==> src/rtl/background_pixel_generator_top_assert.svh <==
// assertion macros for the background pixel generator
// used by background_pixel_generator_top, needs clock and reset in scope
`ifndef BACKGROUND_PIXEL_GENERATOR_TOP_ASSERT_SVH
`define BACKGROUND_PIXEL_GENERATOR_TOP_ASSERT_SVH

// condition holds in the same cycle
`define BPG_ASSERT_SAME(label, ante, cons) \
   label: assert property (@(posedge clock) disable iff (reset) (ante) |-> (cons)) \
      else $error("bpg check failed");

// condition holds in the next cycle
`define BPG_ASSERT_NEXT(label, ante, cons) \
   label: assert property (@(posedge clock) disable iff (reset) (ante) |=> (cons)) \
      else $error("bpg check failed");

`endif

==> src/rtl/bpg_pkg.sv <==
// shared types, constants and helper functions of the background pixel generator
// no dependencies
package bpg_pkg;

   localparam int MAX_WIDTH  = 2560;
   localparam int BAND_COUNT = 96;
   localparam int GRADIENTS  = 5;

   localparam int CFG_W   = 12;
   localparam int STYLE_W = 3;
   localparam int ADDR_W  = 22;
   localparam int RGB_W   = 24;

   // divider lanes: 24-bit dividend, 12-bit divisor, one quotient bit per stage
   localparam int DVD_W     = 24;
   localparam int DSR_W     = 12;
   localparam int DIV_STEPS = DVD_W;

   // pipeline stage numbering
   localparam int MUL_STAGE  = DIV_STEPS + 1;
   localparam int OUT_STAGE  = DIV_STEPS + 2;
   localparam int NUM_STAGES = DIV_STEPS + 3;

   // reciprocal constants for the fixed divisions by the band count
   localparam int BH_SHIFT  = 20;
   localparam int BH_RECIP  = ((1 << BH_SHIFT) + BAND_COUNT - 1) / BAND_COUNT;
   localparam int MAG_W     = 19;
   localparam int Q_SHIFT   = 28;
   localparam int Q_RECIP   = ((1 << Q_SHIFT) + BAND_COUNT - 1) / BAND_COUNT;
   localparam int Q_RECIP_W = 22;

   typedef enum logic [2:0] {
      CSR_SCREEN_WIDTH  = 3'd0,
      CSR_SCREEN_HEIGHT = 3'd1,
      CSR_IMAGE_WIDTH   = 3'd2,
      CSR_IMAGE_HEIGHT  = 3'd3,
      CSR_STYLE         = 3'd4
   } csr_index_type;

   typedef enum logic [1:0] {
      MODE_PALETTE_WRITE = 2'd0,
      MODE_PIXEL         = 2'd1,
      MODE_SOURCE_BYTE   = 2'd2,
      MODE_UNUSED        = 2'd3
   } mode_type;

   typedef enum logic [1:0] {
      KIND_COLOUR = 2'd0,
      KIND_ADDR   = 2'd1,
      KIND_GRAD   = 2'd2
   } kind_type;

   typedef struct packed {
      logic [DSR_W-1:0] quo_a;
      logic [DVD_W-1:0] quo_b;
   } quotient_type;

   localparam logic [7:0] GRAD_TOP [GRADIENTS][3] = '{
      '{8'd22, 8'd30, 8'd48},
      '{8'd46, 8'd52, 8'd64},
      '{8'd58, 8'd42, 8'd72},
      '{8'd14, 8'd46, 8'd62},
      '{8'd38, 8'd38, 8'd40}
   };
   localparam logic [7:0] GRAD_BOT [GRADIENTS][3] = '{
      '{8'd8,  8'd12, 8'd22},
      '{8'd26, 8'd30, 8'd38},
      '{8'd20, 8'd18, 8'd38},
      '{8'd6,  8'd18, 8'd30},
      '{8'd18, 8'd18, 8'd20}
   };

   // rows per band: ceil(h / band count)
   function automatic logic [CFG_W-1:0] band_height(input logic [CFG_W-1:0] h);
      logic [CFG_W:0]          x;
      logic [CFG_W+BH_SHIFT:0] p;
      x = {1'b0, h} + (CFG_W+1)'(BAND_COUNT - 1);
      p = (CFG_W+BH_SHIFT+1)'(x) * (CFG_W+BH_SHIFT+1)'(BH_RECIP);
      return CFG_W'(p >> BH_SHIFT);
   endfunction

   // gradient index 0..4 from the style register
   function automatic logic [2:0] grad_sel(input logic [STYLE_W-1:0] style);
      logic [2:0] s;
      s = style;
      if (style == '0) s = 3'd1;
      if (style > 3'(GRADIENTS)) s = 3'(GRADIENTS);
      return s - 3'd1;
   endfunction

endpackage

==> src/rtl/bpg_divider.sv <==
// pipelined restoring divider lane, one quotient bit per stage
// depends on bpg_pkg
module bpg_divider (
   input  logic                          clock,
   input  logic [bpg_pkg::DIV_STEPS-1:0] load,
   input  logic [bpg_pkg::DVD_W-1:0]     dividend,
   input  logic [bpg_pkg::DSR_W-1:0]     divisor,
   output logic [bpg_pkg::DVD_W-1:0]     quotient
);
   import bpg_pkg::*;

   logic [DSR_W-1:0] rem_ff [DIV_STEPS];
   logic [DVD_W-1:0] dvd_ff [DIV_STEPS];
   logic [DVD_W-1:0] quo_ff [DIV_STEPS];
   logic [DSR_W-1:0] dsr_ff [DIV_STEPS];

   for (genvar k = 0; k < DIV_STEPS; k++) begin : g_step
      logic [DSR_W-1:0] rem_src;
      logic [DVD_W-1:0] dvd_src;
      logic [DVD_W-1:0] quo_src;
      logic [DSR_W-1:0] dsr_src;
      logic [DSR_W:0]   shifted;
      logic             ge;

      if (k == 0) begin : g_first
         assign rem_src = '0;
         assign dvd_src = dividend;
         assign quo_src = '0;
         assign dsr_src = divisor;
      end else begin : g_rest
         assign rem_src = rem_ff[k-1];
         assign dvd_src = dvd_ff[k-1];
         assign quo_src = quo_ff[k-1];
         assign dsr_src = dsr_ff[k-1];
      end

      assign shifted = {rem_src, dvd_src[DVD_W-1]};
      assign ge      = shifted >= {1'b0, dsr_src};

      always_ff @(posedge clock) begin
         if (load[k]) begin
            rem_ff[k] <= ge ? DSR_W'(shifted - {1'b0, dsr_src}) : DSR_W'(shifted);
            dvd_ff[k] <= {dvd_src[DVD_W-2:0], 1'b0};
            quo_ff[k] <= {quo_src[DVD_W-2:0], ge};
            dsr_ff[k] <= dsr_src;
         end
      end
   end

   assign quotient = quo_ff[DIV_STEPS-1];

endmodule

==> config.mk <==
export PLATFORM = sky130hd
export DESIGN_NAME = bpg_divider
export DESIGN_NICKNAME = d
export VERILOG_FILES = /design/src/rtl/background_pixel_generator_top_assert.svh /design/src/rtl/bpg_pkg.sv /design/src/rtl/bpg_divider.sv
export SDC_FILE = /design/constraint.sdc
export NUM_CORES = 1
export LEC_CHECK = 0
export BUFFER_PORTS_ARGS = -buffer_cell sky130_fd_sc_hd__buf_2
export CAP_MARGIN = 0
export CELL_PAD_IN_SITES_DETAIL_PLACEMENT = 1
export CELL_PAD_IN_SITES_GLOBAL_PLACEMENT = 1
export CORE_UTILIZATION = 58
export CTS_CLUSTER_SIZE = 8
export DETAILED_ROUTE_END_ITERATION = 8
export GPL_TIMING_DRIVEN = 0
export HOLD_SLACK_MARGIN = 0.02
export PLACE_DENSITY_LB_ADDON = 0.1
export SLEW_MARGIN = 10
export SYNTH_ARGS = -nofsm -noshare
export SYNTH_HDL_FRONTEND = slang
export SYNTH_SLANG_ARGS = --single-unit
==> constraint.sdc <==
create_clock -name clock -period 5.45 [get_ports clock]
set_clock_uncertainty 0.05 [all_clocks]
set_input_delay 0.545 -clock clock [delete_from_list [all_inputs] [get_ports clock]]
set_output_delay 0.545 -clock clock [all_outputs]
set_load 0.05 [all_outputs]
==> flow_summary.ini, run 1 <==
[global_route]
grt_pass1_wl_mm = 180
grt_max_degree = 49
grt_util_all_layers_pct = 27.0
grt_overflow_total = 0
first_global_vias = 31625
antenna_found_initial = 0

[worst_setup_path]
r2r_start = dsr_ff[2][49]
crit_buf_inv = 2
ff2ff_setup_slack_ps = 2210
ff2ff_path_depth = 9
crit_path_start_kind = register
critPathKind = register to register
worstPathMaxFanout = 10
cp_top_family = compound AO/OA/AOI/OAI gates
worst_setup_path_end_kind = register
cp.required_ps = 5870
path_cells = inv_1 > ha_1 > nor2b_1 > o31a_1 > o21ai_1 > a311oi_1 > nor2_1 > buf_4 > mux2_1
reg2reg_to = rem_ff[2][64]
cpPeakStageDelay_ps = 500
crit_arrival_ps = 3660
slowest_stage = nor2_1

[synthesis]
ys_warn_count = 0
synth_area_sq_mm = 0.0501
ys_seq_area_share_pct = 67.6
syn_nets = 3742
synthTopCellsByArea = edfxtp_1, ha_1, inv_1
yosys-top-cells-count = edfxtp_1, inv_1, ha_1
ys_types = 54
synth_area_per_cell_sq_um = 14.8
netlist_instances = 3381
synth_top_flop_cell = edfxtp_1
synthArstFlopShare_pct = 0
yosysTopAreaCell = edfxtp_1
synth.most_common_cell = edfxtp_1
ys_ff_latch = 1128
yosysTopAreaCellShare_pct = 67.6
synth-edff-count = 1128

[min_path]
min_path_type = input port to register
whs_path_depth = 1
holdPathEnd = dsr_ff[0][1]
min-delay-start = divisor[1]

[pwr]
leakagePower_nw = 21.9
p_per_area_mw_per_mm2 = 550
combPwrFrac_pct = 31.3
seq_power_share_pct = 40.2
swShare_pct = 31.8
switchingPower_mw = 9.95
clockPowerShare_pct = 28.5
power.internal_mw = 21.3
ir_worst_vdd_mv = 0.364

[sta]
finalCritPeriodShare_pct = 59.4
setup_violations = 0
hold_violations = 0
min_period_ps = 3240
max_freq_mhz = 309
rsz0062_at_grt = false
maxSlewHeadroom_pct = 18.5
maxSlewViolCount = 0
worst_pin_slew_ps = 1220
final.setup.tns_ps = 0

[finish]
diodes = 0
final_core_util_pct = 66.5
drive_above_1_share_pct = 10.7
syn2layout_area_growth_pct = 13.3
nNetsFinal = 4023

[clock_tree]
clkTransAtPathRegs_ps = 50
cts_buffer_depth = 3
cts_tree = done
cts_sinks = 1128
clk_latency_ps = 740
root_buffer = clkbuf_16
cts_resized = 0
cts_setup_buffers = 0
cts-htree-levels = 4
cts_made_buffers = 159
ctsHoldBuffers = 34

[detailed_routing]
ant_nets = 0
vias = 28393
drc_errors = 0
wirelength_mm = 116
viasPerCell = 5.89
routedWlPerCell_microns = 24.0
drtPass1Iterations = 5
drt_iter0_drc = 1684

[floorplan]
die_area_sq_mm = 0.0876
ios = 85
placementRows = 107
start_util_pct = 58.7
die_w_microns = 296
core_area_sq_mm = 0.0854
chipHeight_microns = 296

[placed_design]
hpwl_mm = 74.9
gp_congestion = 0.895
io_buffer_count = 84

[run]
maxCapViolCount = 0

[status]
status = completed
==> power groups by stage <==
stage | sequential (mW) | combinational, mW | clock (mW)
final | 12.6 | 9.78 | 8.90
after global routing | 12.7 | 10.7 | 9.36
after CTS | 12.6 | 9.78 | 9.05
after floorplan | 12.3 | 7.14 | 0
after global placement | 12.6 | 8.90 | 0
after detailed placement | 12.7 | 9.50 | 0
==> area by class of cell <==
type / count / area (sq um)
flip-flops and latches: 1128 / 33900
clock buffers: 163 / 4020
multi-input cells: 1861 / 14700
repair buffers: 120 / 838
plain buffers: 25 / 185
well taps: 1144 / 1430
fillers: 7732 / 28600
clock inverters: 15 / 367
inverters: 367 / 1380
==> flip-flops by register name, indices dropped and copies added, names as in the netlist <==
register  flops
dsr_ff      276
dvd_ff      276
quo_ff      300
rem_ff      276
==> metal layers <==
metal  GRT usage (%)  part of all wire [%]  vias up
li1                -                     -    13118
met1            33.4                    41    14400
met2            48.3                    52      662
met3            4.14                   3.8      213
met4            8.89                   2.6        0
met5               0                     0        -
==> metrics by stage <==
step                instances  area (sq um)  hold slack [ps]  setup WS, ps  power (mW)
floorplan                3381         50100              350          2920        19.4
global placement         4609         52000              351          2460        21.5
detailed placement       4610         52000              355          2330        22.2
CTS                      4822         56700             30.7          2220        31.4
global route             4823         56800             41.5          2100        32.7
finish                   4823         56800             66.6          2210        31.2
==> cells by family (layout without fill, tap and decap cells) <==
logic type / count (synthesis) / after routing / synth area share (%)
flip-flops: 1128 / 1128 / 67.6
AND/OR/NAND/NOR: 566 / 566 / 5.10
AO/OA/AOI/OAI: 564 / 564 / 7.66
buffers and inverters: 392 / 690 / 3.12
adder cells (fa/ha/maj): 300 / 300 / 7.82
multiplexers: 258 / 258 / 5.72
XOR/XNOR: 173 / 173 / 3.02
==> cell usage in the layout (no fill, tap or decap), drive strengths merged, types with 115 or more instances in the layout <==
master / netlist / final
o21ai: 115 / 115
mux2: 214 / 214
edfxtp: 1128 / 1128
nand2: 126 / 126
xor2: 123 / 123
inv: 367 / 369
nor2: 225 / 225
clkbuf: 0 / 163
a21oi: 117 / 117
ha: 278 / 278
==> how the worst max path moves through the flow <==
stage	slack, ps	end	startpoint	cells past startpoint
3_3_place_gp	2460	rem_ff[2][6]	dsr_ff[1][85]	9
4_1_cts	2220	rem_ff[2][64]	dsr_ff[2][49]	9
6_report	2210	rem_ff[2][64]	dsr_ff[2][49]	9
5_1_grt	2100	rem_ff[2][64]	dsr_ff[2][49]	9
3_5_place_dp	2330	rem_ff[2][7]	dsr_ff[1][90]	9
2_1_floorplan	2920	rem_ff[0][89]	dsr_ff[0][73]	9
(Power assumes the default switching activity.)
==> run 2: changes to the inputs <==
Settings changed: CORE_UTILIZATION 58 to 54.
Clock period 5.45 ns to 3.3 ns, I/O delays scaled along.
==> flow_summary.ini, run 2 (synthesis results as in run 1) <==
[worst_setup_path]
worstPathMaxFanout = 10
cp.required_ps = 3740
crit_path_start_kind = register
ff2ff_path_depth = 9
reg2reg_to = rem_ff[0][44]
r2r_start = dsr_ff[0][25]
ff2ff_setup_slack_ps = 160
critPathKind = register to register
worst_setup_path_end_kind = register
crit_arrival_ps = 3580

[placed_design]
gp_congestion = 0.937
io_buffer_count = 84
hpwl_mm = 72.7

[finish]
mostFrequentLayoutCell = edfxtp_1
diodes = 0
largest_register_ffs = 300
layout_common_cells = edfxtp_1, inv_1, ha_1
regArea_sq_mm = 0.0339
multi_input_area_sq_mm = 0.0147
nNetsFinal = 4027
drive_above_1_share_pct = 10.6
fillers = 8513
largest-register = quo_ff
syn2layout_area_growth_pct = 13.4

[min_path]
whs_path_depth = 1
min-delay-start = load[11]
holdPathEnd = dsr_ff[1][47]
min_path_type = input port to register

[pwr]
switchingPower_mw = 15.7
clockPowerShare_pct = 28.4
power.internal_mw = 35.1
seq_power_share_pct = 40.6
power_mw = 50.8
ir_worst_vdd_mv = 0.597
swShare_pct = 30.9
leakagePower_nw = 21.9
combPwrFrac_pct = 31.0
p_per_area_mw_per_mm2 = 893

[sta]
hold_violations = 0
worst_pin_slew_ps = 1280
min_period_ps = 3140
maxSlewHeadroom_pct = 14.8
final.setup.tns_ps = 0
finalCritPeriodShare_pct = 95.3
max_freq_mhz = 318
rsz0062_at_grt = false
setup_violations = 0
maxSlewViolCount = 0

[global_route]
first_global_vias = 30552
grt_util_all_layers_pct = 22.9
grt_overflow_total = 0
antenna_found_initial = 0
grt_max_degree = 49
grt_pass1_wl_mm = 167

[clock_tree]
cts_made_buffers = 159
clk_latency_ps = 740
cts_sinks = 1128
cts_tree = done
clkTransAtPathRegs_ps = 50
cts-htree-levels = 4
root_buffer = clkbuf_16
cts_resized = 0
cts_buffer_depth = 3

[floorplan]
die_w_microns = 307
placementRows = 111
core_area_sq_mm = 0.0918
chipHeight_microns = 307
ios = 85
die_area_sq_mm = 0.0941
start_util_pct = 54.6

[detailed_routing]
routedWlPerCell_microns = 21.5
wirelength_mm = 106
drt_iter0_drc = 1451
drc_errors = 0
drtPass1Iterations = 5
viasPerCell = 5.61
vias = 27628
ant_nets = 0

[run]
maxCapViolCount = 0

[status]
status = completed
run 2: layout make-up:
cell class / instances / area share, %
Multi-Input combinational cell: 1861 / 25.8
Clock inverter: 16 / 0.475
Inverter: 367 / 2.42
Clock buffer: 163 / 7.10
Tap cell: 1243 / 2.73
Buffer: 25 / 0.326
Sequential cell: 1128 / 59.6
Timing Repair Buffer: 124 / 1.54
run 2: power by group through the flow:
stage	Combinational, mW	Clock (mW)	Sequential [mW]
finish	15.7	14.4	20.6
global placement	14.7	0	20.8
CTS	15.8	14.7	20.7
floorplan	11.8	0	20.3
detailed placement	15.5	0	20.9
global route	17.4	15.2	20.9
run 2: worst max-delay path: stages, from the launching register on:
cell and delay [ps]:
edfxtp_1 450, inv_1 90, ha_1 240, nor2b_1 160, o31a_1 280, o21ai_1 280
a311oi_1 180, nor2_1 460, buf_4 310, mux2_2 360
run 2: metal layers:
metal | up-vias | track usage (%) | share of wire (%)
li1 | 13132 | - | -
met1 | 13888 | 27.8 | 42
met2 | 416 | 41.6 | 53
met3 | 192 | 3.43 | 2.9
met4 | 0 | 7.65 | 2.4
met5 | - | 0 | 0
run 2: worst max path at each step:
stage	startpoint	to	slack [ps]
6_report	dsr_ff[0][25]	rem_ff[0][44]	160
5_1_grt	rem_ff[1][77]	rem_ff[1][90]	40
4_1_cts	dsr_ff[0][25]	rem_ff[0][44]	200
3_5_place_dp	dsr_ff[0][25]	rem_ff[0][44]	220
3_3_place_gp	dsr_ff[1][73]	rem_ff[1][90]	340
2_1_floorplan	dsr_ff[0][73]	rem_ff[0][89]	770
run 2: stage by stage:
stage          util (%)  setup slack [ps]  cells  instance area (sq um)  hold slack, ps
6_report           61.9               157   4927                  56900            96.5
5_1_grt            61.9              37.1   4927                  56900             113
4_1_cts            61.9               197   4923                  56800             103
3_5_place_dp       56.8               223   4708                  52100             355
3_3_place_gp       56.8               341   4708                  52100             351
2_1_floorplan         -               767   3381                  50100             350
run 2: what timing repair did:
| item | 4_1_cts | 5_1_grt |
|---|---|---|
| hold buffers | 36 | 2 |
| setup buffers | 0 | 0 |
| setup endpoints to repair | 0 | 0 |
| hold endpoints to repair | 46 | 30 |
